`src/design/laplacian_stencil_entry_generator_assert.svh`:
```
// ---------------------------------------------------------------------------
// Laplacian stencil entry generator - assertion macros
// Concurrent assertion wrappers, compiled out when NO_ASSERTIONS is set.
// ---------------------------------------------------------------------------
`ifndef LAPLACIAN_STENCIL_ENTRY_GENERATOR_ASSERT_SVH
`define LAPLACIAN_STENCIL_ENTRY_GENERATOR_ASSERT_SVH

`ifndef NO_ASSERTIONS
// same-cycle implication
`define LSG_ASSERT_IMP(lbl, clk, rst_n, ante, cons, msg) \
  lbl: assert property (@(posedge clk) disable iff (!rst_n) (ante) |-> (cons)) \
    else $error(msg);
// next-cycle implication
`define LSG_ASSERT_NXT(lbl, clk, rst_n, ante, cons, msg) \
  lbl: assert property (@(posedge clk) disable iff (!rst_n) (ante) |=> (cons)) \
    else $error(msg);
`else
`define LSG_ASSERT_IMP(lbl, clk, rst_n, ante, cons, msg)
`define LSG_ASSERT_NXT(lbl, clk, rst_n, ante, cons, msg)
`endif

`endif

```
`src/design/lsg_pkg.sv`:
```
// ---------------------------------------------------------------------------
// Laplacian stencil entry generator - package
// Field widths, stage payload types and the remainder step.
// ---------------------------------------------------------------------------
`default_nettype none

package lsg_pkg;

  localparam int unsigned COL_W    = 18;  // column / row index
  localparam int unsigned SIDE_W   = 7;   // grid side n
  localparam int unsigned SQ_W     = 2 * SIDE_W;   // n*n
  localparam int unsigned CUBE_W   = 3 * SIDE_W;   // n*n*n
  localparam int unsigned SUM_W    = CUBE_W + 1;   // compare headroom
  localparam int unsigned VAL_W    = 4;
  localparam int unsigned SLOTS    = 7;   // center plus six neighbors
  localparam int unsigned STEPS    = 3;   // remainder steps per stage
  localparam int unsigned MOD_STAGES = COL_W / STEPS;

  localparam logic signed [VAL_W-1:0] CENTER_2D    = 4'sd4;
  localparam logic signed [VAL_W-1:0] CENTER_3D    = 4'sd6;
  localparam logic signed [VAL_W-1:0] NEIGHBOR_VAL = -4'sd1;
  localparam logic signed [VAL_W-1:0] BAD_VAL      = 4'sd0;

  typedef enum logic [0:0] {
    CFG_GRID_SIDE = 1'b0,
    CFG_DIMS_MODE = 1'b1
  } cfg_idx_e;

  // payload carried down the remainder pipeline
  typedef struct packed {
    logic [COL_W-1:0]  col;
    logic [SIDE_W-1:0] n;
    logic [SQ_W-1:0]   nn;
    logic [CUBE_W-1:0] nnn;
    logic              three;
    logic [SIDE_W-1:0] rem_n;
    logic [SQ_W-1:0]   rem_nn;
  } pipe_t;

  // one classified column, ready for the emitter
  typedef struct packed {
    logic [COL_W-1:0]              col;
    logic                          bad;
    logic signed [VAL_W-1:0]       center;
    logic [SLOTS-1:0]              mask;
    logic [SLOTS-1:0][COL_W-1:0]   rows;
  } item_t;

  // one restoring remainder step: shift in a bit, subtract if it fits
  function automatic logic [SQ_W-1:0] mod_step(input logic [SQ_W-1:0] r,
                                               input logic            b,
                                               input logic [SQ_W-1:0] d);
    logic [SQ_W:0] t;
    t = {r, b};
    if (t >= {1'b0, d}) begin
      t = t - {1'b0, d};
    end
    return t[SQ_W-1:0];
  endfunction

endpackage

`default_nettype wire

```
`src/design/lsg_if.sv`:
```
// ---------------------------------------------------------------------------
// Laplacian stencil entry generator - stream interfaces
// Column input channel and entry output channel, valid/ready.
// ---------------------------------------------------------------------------
`default_nettype none

interface lsg_in_if;
  logic                         valid;
  logic                         ready;
  logic [lsg_pkg::COL_W-1:0]    column_index;

  modport source (output valid, output column_index, input ready);
  modport sink   (input valid, input column_index, output ready);
endinterface

interface lsg_out_if;
  logic                              valid;
  logic                              ready;
  logic [lsg_pkg::COL_W-1:0]         row_index;
  logic [lsg_pkg::COL_W-1:0]         col_index;
  logic signed [lsg_pkg::VAL_W-1:0]  entry_value;
  logic                              bad_column;
  logic                              last;

  modport source (output valid, output row_index, output col_index,
                  output entry_value, output bad_column, output last,
                  input ready);
  modport sink   (input valid, input row_index, input col_index,
                  input entry_value, input bad_column, input last,
                  output ready);
endinterface

`default_nettype wire

```
`src/design/laplacian_stencil_entry_generator.sv`:
```
// ---------------------------------------------------------------------------
// Laplacian stencil entry generator - top level
// Emits the nonzero entries of one column of the negated 2D/3D Laplacian.
// ---------------------------------------------------------------------------
// Each accepted column_index beat yields the column's nonzero entries in
// stencil order: the diagonal (4 in 2D, 6 in 3D) and then each in-grid
// neighbor (-1), the final beat flagged with last. A column at or beyond
// n^d, or any column when n is zero, yields one beat with bad_column set.
// A column yields 3 to 5 entries in 2D and 4 to 7 in 3D once n is at
// least 2, only the diagonal on a one-point grid, 1 for a bad column;
// all leave through the single result port of the emitter, and new
// columns are accepted while the previous one drains. From accept to
// first beat a column passes two front stages (n*n, then n*n*n), six
// remainder stages (three restoring steps of col mod n and col mod n*n
// each), the classify stage, the emitter's item register and its output
// register. Configuration may only be written while no column is in
// flight; grid_side above MAX_SIDE is clamped to MAX_SIDE, itself capped
// at 127.
// ---------------------------------------------------------------------------
`default_nettype none

module laplacian_stencil_entry_generator #(
  parameter int unsigned MAX_SIDE = 64
) (
  input  wire logic                         clk_i,
  input  wire logic                         rst_ni,
  // configuration write port
  input  wire logic                         cfg_we_i,
  input  wire lsg_pkg::cfg_idx_e            cfg_idx_i,
  input  wire logic [lsg_pkg::SIDE_W-1:0]   cfg_wdata_i,
  // streams
  lsg_in_if.sink                            in_i,
  lsg_out_if.source                         out_o
);
  import lsg_pkg::*;

  // clamp: the register can never exceed its own width
  localparam int unsigned SideMax    = (1 << SIDE_W) - 1;
  localparam int unsigned SideCapInt = (MAX_SIDE > SideMax) ? SideMax : MAX_SIDE;
  localparam logic [SIDE_W-1:0] SideCap = SIDE_W'(SideCapInt);

  logic [SIDE_W-1:0] grid_side_q, grid_side_d;
  logic              dims_mode_q, dims_mode_d;
  logic [SIDE_W-1:0] n_eff;

  // pipeline control: one global advance, stalls hold every stage
  logic              adv;
  logic              emit_ready;

  logic [MOD_STAGES:0] mv;
  pipe_t               mp [MOD_STAGES+1];
  logic                cls_v;
  item_t               cls_item;

  // config registers
  always_comb begin
    grid_side_d = grid_side_q;
    dims_mode_d = dims_mode_q;
    if (cfg_we_i) begin
      case (cfg_idx_i)
        CFG_GRID_SIDE: grid_side_d = cfg_wdata_i;
        CFG_DIMS_MODE: dims_mode_d = cfg_wdata_i[0];
        default: ;
      endcase
    end
  end

  always_ff @(posedge clk_i or negedge rst_ni) begin
    if (!rst_ni) begin
      grid_side_q <= SIDE_W'(8);
      dims_mode_q <= 1'b0;
    end else begin
      grid_side_q <= grid_side_d;
      dims_mode_q <= dims_mode_d;
    end
  end

  assign n_eff = (grid_side_q > SideCap) ? SideCap : grid_side_q;

  // everything moves unless the classify stage holds an item the
  // emitter cannot take yet
  assign adv        = !cls_v || emit_ready;
  assign in_i.ready = adv;

  lsg_front u_front (
    .clk_i      (clk_i),
    .rst_ni     (rst_ni),
    .adv_i      (adv),
    .in_v_i     (in_i.valid),
    .in_col_i   (in_i.column_index),
    .in_n_i     (n_eff),
    .in_three_i (dims_mode_q),
    .out_v_o    (mv[0]),
    .out_o      (mp[0])
  );

  // col mod n and col mod n*n, three quotient bits per stage
  for (genvar g = 0; g < MOD_STAGES; g++) begin : g_mod
    lsg_mod_stage #(
      .STAGE (g)
    ) u_mod (
      .clk_i   (clk_i),
      .rst_ni  (rst_ni),
      .adv_i   (adv),
      .in_v_i  (mv[g]),
      .in_i    (mp[g]),
      .out_v_o (mv[g+1]),
      .out_o   (mp[g+1])
    );
  end

  lsg_classify u_classify (
    .clk_i   (clk_i),
    .rst_ni  (rst_ni),
    .adv_i   (adv),
    .in_v_i  (mv[MOD_STAGES]),
    .in_i    (mp[MOD_STAGES]),
    .out_v_o (cls_v),
    .out_o   (cls_item)
  );

  lsg_emitter u_emitter (
    .clk_i    (clk_i),
    .rst_ni   (rst_ni),
    .item_v_i (cls_v),
    .item_i   (cls_item),
    .ready_o  (emit_ready),
    .out_o    (out_o)
  );

endmodule

`default_nettype wire

```
`src/design/lsg_front.sv`:
```
// ---------------------------------------------------------------------------
// Laplacian stencil entry generator - front stages
// Captures the column and forms n*n, then n*n*n, one multiply per stage.
// ---------------------------------------------------------------------------
`default_nettype none

module lsg_front (
  input  wire logic                        clk_i,
  input  wire logic                        rst_ni,
  input  wire logic                        adv_i,
  input  wire logic                        in_v_i,
  input  wire logic [lsg_pkg::COL_W-1:0]   in_col_i,
  input  wire logic [lsg_pkg::SIDE_W-1:0]  in_n_i,
  input  wire logic                        in_three_i,
  output logic                             out_v_o,
  output lsg_pkg::pipe_t                   out_o
);
  import lsg_pkg::*;

  logic              v1_q, v2_q;
  logic [COL_W-1:0]  col1_q;
  logic [SIDE_W-1:0] n1_q;
  logic [SQ_W-1:0]   nn1_q, nn1_d;
  logic              three1_q;
  pipe_t             p2_q, p2_d;

  assign nn1_d = SQ_W'(in_n_i) * SQ_W'(in_n_i);

  always_comb begin
    p2_d        = '0;
    p2_d.col    = col1_q;
    p2_d.n      = n1_q;
    p2_d.nn     = nn1_q;
    p2_d.nnn    = CUBE_W'(nn1_q) * CUBE_W'(n1_q);
    p2_d.three  = three1_q;
    p2_d.rem_n  = '0;
    p2_d.rem_nn = '0;
  end

  always_ff @(posedge clk_i or negedge rst_ni) begin
    if (!rst_ni) begin
      v1_q <= 1'b0;
      v2_q <= 1'b0;
    end else if (adv_i) begin
      v1_q <= in_v_i;
      v2_q <= v1_q;
    end
  end

  always_ff @(posedge clk_i) begin
    if (adv_i) begin
      col1_q   <= in_col_i;
      n1_q     <= in_n_i;
      nn1_q    <= nn1_d;
      three1_q <= in_three_i;
      p2_q     <= p2_d;
    end
  end

  assign out_v_o = v2_q;
  assign out_o   = p2_q;

endmodule

`default_nettype wire

```
`src/design/lsg_mod_stage.sv`:
```
// ---------------------------------------------------------------------------
// Laplacian stencil entry generator - remainder stage
// Three restoring steps of col mod n and col mod n*n, then a register.
// ---------------------------------------------------------------------------
`default_nettype none

module lsg_mod_stage #(
  parameter int unsigned STAGE = 0
) (
  input  wire logic     clk_i,
  input  wire logic     rst_ni,
  input  wire logic     adv_i,
  input  wire logic     in_v_i,
  input  lsg_pkg::pipe_t in_i,
  output logic          out_v_o,
  output lsg_pkg::pipe_t out_o
);
  import lsg_pkg::*;

  localparam int unsigned TopBit = COL_W - 1 - STAGE * STEPS;

  logic  v_q;
  pipe_t p_q, p_d;

  always_comb begin
    logic [SQ_W-1:0] rn;
    logic [SQ_W-1:0] rnn;
    rn  = SQ_W'(in_i.rem_n);
    rnn = in_i.rem_nn;
    for (int s = 0; s < STEPS; s++) begin
      rn  = mod_step(rn,  in_i.col[TopBit - s], SQ_W'(in_i.n));
      rnn = mod_step(rnn, in_i.col[TopBit - s], in_i.nn);
    end
    p_d        = in_i;
    p_d.rem_n  = rn[SIDE_W-1:0];
    p_d.rem_nn = rnn;
  end

  always_ff @(posedge clk_i or negedge rst_ni) begin
    if (!rst_ni) begin
      v_q <= 1'b0;
    end else if (adv_i) begin
      v_q <= in_v_i;
    end
  end

  always_ff @(posedge clk_i) begin
    if (adv_i) begin
      p_q <= p_d;
    end
  end

  assign out_v_o = v_q;
  assign out_o   = p_q;

endmodule

`default_nettype wire

```
`src/design/lsg_classify.sv`:
```
// ---------------------------------------------------------------------------
// Laplacian stencil entry generator - classify stage
// Range check, neighbor mask and neighbor rows in stencil order.
// ---------------------------------------------------------------------------
`default_nettype none

module lsg_classify (
  input  wire logic      clk_i,
  input  wire logic      rst_ni,
  input  wire logic      adv_i,
  input  wire logic      in_v_i,
  input  lsg_pkg::pipe_t in_i,
  output logic           out_v_o,
  output lsg_pkg::item_t out_o
);
  import lsg_pkg::*;

  logic  v_q;
  item_t it_q, it_d;

  always_comb begin
    logic [SUM_W-1:0]  col_w, n_w, nn_w, nnn_w, total;
    logic [SQ_W:0]     rnn_plus_n;
    logic [SIDE_W:0]   rn_plus_1;
    logic [COL_W-1:0]  c;
    logic              bad;
    c          = in_i.col;
    col_w      = SUM_W'(in_i.col);
    n_w        = SUM_W'(in_i.n);
    nn_w       = SUM_W'(in_i.nn);
    nnn_w      = SUM_W'(in_i.nnn);
    total      = in_i.three ? nnn_w : nn_w;
    rnn_plus_n = (SQ_W + 1)'(in_i.rem_nn) + (SQ_W + 1)'(in_i.n);
    rn_plus_1  = (SIDE_W + 1)'(in_i.rem_n) + (SIDE_W + 1)'(1);
    bad        = (in_i.n == '0) || (col_w >= total);

    it_d        = '0;
    it_d.col    = c;
    it_d.bad    = bad;
    it_d.center = bad ? BAD_VAL : (in_i.three ? CENTER_3D : CENTER_2D);
    it_d.rows[0] = bad ? '0 : c;
    if (bad) begin
      it_d.mask = SLOTS'(1);
    end else if (in_i.three) begin
      it_d.mask[0] = 1'b1;
      it_d.mask[1] = col_w >= nn_w;
      it_d.mask[2] = (col_w + nn_w) < nnn_w;
      it_d.mask[3] = (SQ_W + 1)'(in_i.rem_nn) >= (SQ_W + 1)'(in_i.n);
      it_d.mask[4] = rnn_plus_n < (SQ_W + 1)'(in_i.nn);
      it_d.mask[5] = in_i.rem_n != '0;
      it_d.mask[6] = rn_plus_1 < (SIDE_W + 1)'(in_i.n);
      it_d.rows[1] = c - COL_W'(in_i.nn);
      it_d.rows[2] = c + COL_W'(in_i.nn);
      it_d.rows[3] = c - COL_W'(in_i.n);
      it_d.rows[4] = c + COL_W'(in_i.n);
      it_d.rows[5] = c - COL_W'(1);
      it_d.rows[6] = c + COL_W'(1);
    end else begin
      it_d.mask[0] = 1'b1;
      it_d.mask[1] = in_i.rem_n != '0;
      it_d.mask[2] = rn_plus_1 < (SIDE_W + 1)'(in_i.n);
      it_d.mask[3] = col_w >= n_w;
      it_d.mask[4] = (col_w + n_w) < nn_w;
      it_d.rows[1] = c - COL_W'(1);
      it_d.rows[2] = c + COL_W'(1);
      it_d.rows[3] = c - COL_W'(in_i.n);
      it_d.rows[4] = c + COL_W'(in_i.n);
    end
  end

  always_ff @(posedge clk_i or negedge rst_ni) begin
    if (!rst_ni) begin
      v_q <= 1'b0;
    end else if (adv_i) begin
      v_q <= in_v_i;
    end
  end

  always_ff @(posedge clk_i) begin
    if (adv_i) begin
      it_q <= it_d;
    end
  end

  assign out_v_o = v_q;
  assign out_o   = it_q;

endmodule

`default_nettype wire

```
`src/design/lsg_emitter.sv`:
```
// ---------------------------------------------------------------------------
// Laplacian stencil entry generator - entry emitter
// Walks the pending-slot mask of one column, one beat per ready cycle.
// ---------------------------------------------------------------------------
`default_nettype none
`include "laplacian_stencil_entry_generator_assert.svh"

module lsg_emitter (
  input  wire logic      clk_i,
  input  wire logic      rst_ni,
  input  wire logic      item_v_i,
  input  lsg_pkg::item_t item_i,
  output logic           ready_o,
  lsg_out_if.source      out_o
);
  import lsg_pkg::*;

  logic [SLOTS-1:0]        mask_q, mask_d, low_bit, rest;
  item_t                   item_q;
  logic                    slot_load, take;
  logic                    out_v_q, out_v_d;
  logic [COL_W-1:0]        out_row_q, out_col_q, row_sel;
  logic signed [VAL_W-1:0] out_val_q, val_sel;
  logic                    out_bad_q, out_last_q;

  assign low_bit   = mask_q & (~mask_q + SLOTS'(1));
  assign rest      = mask_q & ~low_bit;
  assign slot_load = (!out_v_q || out_o.ready) && (mask_q != '0);
  // free when no column is held or once it hands over its final entry
  assign ready_o   = (mask_q == '0) || (slot_load && (rest == '0));
  assign take      = item_v_i && ready_o;

  always_comb begin
    row_sel = item_q.rows[0];
    for (int s = 0; s < SLOTS; s++) begin
      if (low_bit[s]) begin
        row_sel = item_q.rows[s];
      end
    end
    val_sel = low_bit[0] ? item_q.center : NEIGHBOR_VAL;
  end

  always_comb begin
    mask_d = mask_q;
    if (take) begin
      mask_d = item_i.mask;
    end else if (slot_load) begin
      mask_d = rest;
    end
    out_v_d = out_v_q;
    if (slot_load) begin
      out_v_d = 1'b1;
    end else if (out_o.ready) begin
      out_v_d = 1'b0;
    end
  end

  always_ff @(posedge clk_i or negedge rst_ni) begin
    if (!rst_ni) begin
      mask_q  <= '0;
      out_v_q <= 1'b0;
    end else begin
      mask_q  <= mask_d;
      out_v_q <= out_v_d;
    end
  end

  always_ff @(posedge clk_i) begin
    if (take) begin
      item_q <= item_i;
    end
    if (slot_load) begin
      out_row_q  <= row_sel;
      out_col_q  <= item_q.col;
      out_val_q  <= val_sel;
      out_bad_q  <= item_q.bad;
      out_last_q <= (rest == '0);
    end
  end

  assign out_o.valid       = out_v_q;
  assign out_o.row_index   = out_row_q;
  assign out_o.col_index   = out_col_q;
  assign out_o.entry_value = out_val_q;
  assign out_o.bad_column  = out_bad_q;
  assign out_o.last        = out_last_q;

  `LSG_ASSERT_IMP(a_bad_is_last, clk_i, rst_ni, out_v_q && out_bad_q, out_last_q, "bad beat not last")
  `LSG_ASSERT_IMP(a_bad_is_zero, clk_i, rst_ni, out_v_q && out_bad_q, (out_row_q == '0) && (out_val_q == '0), "bad beat carries data")
  `LSG_ASSERT_IMP(a_bad_one_slot, clk_i, rst_ni, (mask_q != '0) && item_q.bad, $onehot(mask_q), "bad column holds several slots")
  `LSG_ASSERT_NXT(a_drain, clk_i, rst_ni, slot_load && (rest == '0) && !take, mask_q == '0, "mask not empty after last beat")

endmodule

`default_nettype wire
```
`src/flat_wrapper.sv`:
```
// flat-port wrapper written by rule: the top's interface ports become plain ports
module laplacian_stencil_entry_generator_flat import lsg_pkg::*;
#(
  parameter int unsigned MAX_SIDE = 64
)
  (clk_i, rst_ni, cfg_we_i, cfg_idx_i, cfg_wdata_i, in_i_valid, in_i_column_index, in_i_ready, out_o_valid, out_o_row_index, out_o_col_index, out_o_entry_value, out_o_bad_column, out_o_last, out_o_ready);
  lsg_in_if in_i_i ();
  lsg_out_if out_o_i ();
  input  wire logic clk_i;
  input  wire logic rst_ni;
  input  wire logic cfg_we_i;
  input  wire lsg_pkg::cfg_idx_e cfg_idx_i;
  input  wire logic [lsg_pkg::SIDE_W-1:0] cfg_wdata_i;
  input wire logic [$bits(in_i_i.valid)-1:0] in_i_valid;
  input wire logic [$bits(in_i_i.column_index)-1:0] in_i_column_index;
  output wire logic [$bits(in_i_i.ready)-1:0] in_i_ready;
  output wire logic [$bits(out_o_i.valid)-1:0] out_o_valid;
  output wire logic [$bits(out_o_i.row_index)-1:0] out_o_row_index;
  output wire logic [$bits(out_o_i.col_index)-1:0] out_o_col_index;
  output wire logic [$bits(out_o_i.entry_value)-1:0] out_o_entry_value;
  output wire logic [$bits(out_o_i.bad_column)-1:0] out_o_bad_column;
  output wire logic [$bits(out_o_i.last)-1:0] out_o_last;
  input wire logic [$bits(out_o_i.ready)-1:0] out_o_ready;
  assign in_i_i.valid = in_i_valid;
  assign in_i_i.column_index = in_i_column_index;
  assign in_i_ready = in_i_i.ready;
  assign out_o_valid = out_o_i.valid;
  assign out_o_row_index = out_o_i.row_index;
  assign out_o_col_index = out_o_i.col_index;
  assign out_o_entry_value = out_o_i.entry_value;
  assign out_o_bad_column = out_o_i.bad_column;
  assign out_o_last = out_o_i.last;
  assign out_o_i.ready = out_o_ready;
  laplacian_stencil_entry_generator #(.MAX_SIDE(MAX_SIDE)) u_core (.clk_i(clk_i), .rst_ni(rst_ni), .cfg_we_i(cfg_we_i), .cfg_idx_i(cfg_idx_i), .cfg_wdata_i(cfg_wdata_i), .in_i(in_i_i), .out_o(out_o_i));
endmodule
```
`config.mk`:
```
export PLATFORM = sky130hd
export DESIGN_NAME = laplacian_stencil_entry_generator_flat
export DESIGN_NICKNAME = d
export VERILOG_FILES = /design/src/design/lsg_pkg.sv /design/src/design/lsg_if.sv /design/src/design/laplacian_stencil_entry_generator.sv /design/src/design/lsg_front.sv /design/src/design/lsg_mod_stage.sv /design/src/design/lsg_classify.sv /design/src/design/lsg_emitter.sv /design/src/flat_wrapper.sv
export VERILOG_INCLUDE_DIRS = /design/src /design/src/design
export SDC_FILE = /design/constraint.sdc
export NUM_CORES = 2
export LEC_CHECK = 0
export ABC_AREA = 1
export BUFFER_PORTS_ARGS = -buffer_cell sky130_fd_sc_hd__clkbuf_2
export CAP_MARGIN = 15
export CORE_MARGIN = 3
export CORE_UTILIZATION = 50
export DETAILED_ROUTE_END_ITERATION = 7
export HOLD_SLACK_MARGIN = 0.06
export PLACE_DENSITY = 0.69
export SLEW_MARGIN = 5
export SYNTH_ARGS = -nofsm -noshare
export SYNTH_HDL_FRONTEND = slang
export SYNTH_SLANG_ARGS = --single-unit
```
`constraint.sdc`:
```
create_clock -name clk_i -period 33.3 [get_ports clk_i]
set_input_delay 6.66 -clock clk_i [delete_from_list [all_inputs] [get_ports clk_i]]
set_output_delay 6.66 -clock clk_i [all_outputs]
set_load 0.005 [all_outputs]
```
==> results.cfg <==
[routing]
drt_iter0_markers = 3776
dr.pass1.iters = 8
avgViaCountPerCell = 5.419
routedWlPerCell_um = 17.78
ant_nets = 0
remaining_drc_errors = 0
drt_wl_total_um = 144600
vias = 44080

[placed_design]
dp.cells = 7946
port_buffers = 74
place_ws_ps = 18540
hpwl_um = 108800
place_congestion = 0.9410
dpl_cell_area_um2 = 62000

[cts]
clock_latency_ps = 690
cts-root-buf = clkbuf_16
cts.sinks = 930
holdBufCountCts = 0
cts_resized = 0
cts_tree = done
cts_max_level = 3
path_clk_slew_ps = 60
cts_buffer_depth = 3
cts_inserted_buffers = 100
post_cts_buffers = 0

[cells_and_area]
drive_above_1_share = 0.07180
finalNonFillerCells = 8133
finish.instance_area_um2 = 65380
syn2layout_area_growth_pct = 9.170
layout.nets = 7106

[yosys]
synthTopCellsByArea = edfxtp_1, ha_1, nand2_1
synth_compound_area_frac = 0.1059
synth_ff_type = edfxtp_1
async_flop_share = 0.02688
avgSynthCellArea_um2 = 9.438
synth_cell_type_count = 76
seq_area_frac_synth = 0.4643
synth_fa_ha_area_frac = 0.1417
synth_mux_area_frac = 0.001400
yosys.area.top_type_share = 0.4538
syn_area_um2 = 59890
synth_seq_cells = 930
synth_xor_area_frac = 0.05514
yosys.area_share.simple = 0.1691
synth-edff-count = 905
ys_warn_count = 0
syn_inst = 6345
synth_top_area_cell = edfxtp_1
synth_top_family_by_area = simple AND/OR/NAND/NOR gates

[min_path]
hold_class = reg -> reg

[floorplan]
row_count = 126
dieArea_um2 = 124000
ios = 75
dieWidth_um = 352.1
fp.dieH_um = 352.1
start_util = 0.5058
core-area_um2 = 118400

[timing]
finalCritPeriodShare = 0.4413
clock-skew-final_ps = 33.38
slew_headroom = 0.1648
setup_tns_ps = 0
hold_viol = 0
setup_ws_ps = 18600
finalSetupViolations = 0
rsz0062_at_grt = no
tightestPinTransition_ps = 1237
maxSlewViolCount = 0
fmaxAchievable_ghz = 0.06805
fin_crit_ps = 14700

[flow_run]
cap_violations = 0

[grt]
grt_pass1_wl_um = 228300
grt_pass1_vias = 41910
track_usage = 0.2288
grt_start_max_net_pins = 172
grt_antenna_before_repair = 0
overflow = 0

[worst_setup_path]
critical_path_class = in -> out
end_kind = output pin
worstPathArrival_ps = 8040
cp.required_ps = 26640
path_max_fanout = 35
crit_path_start_kind = input pin

[run_status]
status = finished, final reports clean
## cell usage in the layout (no fill, tap or decap), types with 44 or more instances in the layout
cell type,count
a21oi_1,457
a31oi_1,44
clkbuf_16,102
clkbuf_2,74
edfxtp_1,905
fa_1,90
ha_1,534
inv_1,817
nand2_1,1257
nand2_2,75
nand3_1,224
nand4_1,58
nor2_1,462
nor3_1,78
o21ai_0,387
xnor2_1,128
xor2_1,249
## cell usage after synthesis (all sizes together), types with 32 or more instances
library cell / count
a211oi: 39
a21oi: 458
a31oi: 45
clkbuf: 84
edfxtp: 905
fa: 90
ha: 534
inv: 844
nand2: 1361
nand3: 241
nand4: 58
nor2: 490
nor3: 79
o21ai: 425
o21bai: 32
xnor2: 128
xor2: 249
## layout make-up
| type | instances | area [um^2] |
|---|---|---|
| fill | 10410 | 53020 |
| multi-input combinational | 4464 | 28400 |
| sequential | 930 | 27800 |
| inverter | 852 | 3216 |
| clock buffer | 114 | 2597 |
| tap | 1600 | 2002 |
| clock inverter | 69 | 719.4 |
| timing repair buffer | 103 | 638.1 |
| antenna | 1 | 2.502 |
## sequential cells by signal, indices dropped and copies added, names as in the netlist, 6 cells and up
signal	cells
u_core.g_mod.u_mod.out_o	474
u_core.g_mod.u_mod.out_v_o	6
u_core.grid_side_q	7
u_core.u_classify.out_o	150
u_core.u_emitter.item_q	144
u_core.u_emitter.mask_q	7
u_core.u_emitter.out_o.col_index	18
u_core.u_emitter.out_o.row_index	18
u_core.u_front.col1_q	18
u_core.u_front.n1_q	7
u_core.u_front.nn1_q	12
u_core.u_front.out_o	58
## cells by family (layout without fill, tap and decap cells)
family / Yosys count / count (layout)
AO/OA/AOI/OAI: 1128 / 1128
XOR/XNOR: 377 / 377
adder cells (fa/ha/maj): 624 / 624
buffers and inverters: 959 / 1138
flip-flops: 930 / 930
multiplexers: 8 / 8
other: 2 / 11
AND/OR/NAND/NOR: 2317 / 2317
## layer usage
layer	vias to the layer above	share of wire	track usage
li1	21870	-	-
met1	20750	0.46	0.3238
met2	1215	0.46	0.3754
met3	243	0.057	0.02524
met4	0	0.025	0.06216
met5	-	0	0
## path summary, 6_finish.rpt
path	cells past startpoint	endpoint	start	slack, ps
setup / recovery	6	in_i_ready	out_o_ready	18600
hold / removal	0	u_core.g_mod[4].u_mod.out_o[71]$_DFFE_PP_	u_core.g_mod[3].u_mod.out_o[71]$_DFFE_PP_	400
setup reg to reg	18	u_core.g_mod[3].u_mod.out_o[12]$_DFFE_PP_	u_core.u_emitter.mask_q[1]$_DFFE_PN0P_	25760
hold reg to reg	0	u_core.g_mod[4].u_mod.out_o[71]$_DFFE_PP_	u_core.g_mod[3].u_mod.out_o[71]$_DFFE_PP_	400
max in group asynchronous	1	u_core.u_emitter.mask_q[0]$_DFFE_PN0P_	rst_ni	26650
min in group asynchronous	1	u_core.dims_mode_q$_DFFE_PN0P_	rst_ni	6060
## stage by stage
stage	hold WS (ps)	utilization
final	404.4	0.5522
after global routing	414.4	0.5522
after global placement	400.5	0.5237
after CTS	394.3	0.5517
after detailed placement	404.5	0.5237
after floorplan	400.3	-
## critical path: stages
cell and delay [ps]:
clkbuf_2 80, nor2_1 290, inv_1 110, nand2_1 150
nand3_4 430, clkbuf_2 280
Power is left out: the tool's default activity adds up to more than one toggle a clock period on the data nets, which glitch-free logic cannot reach.
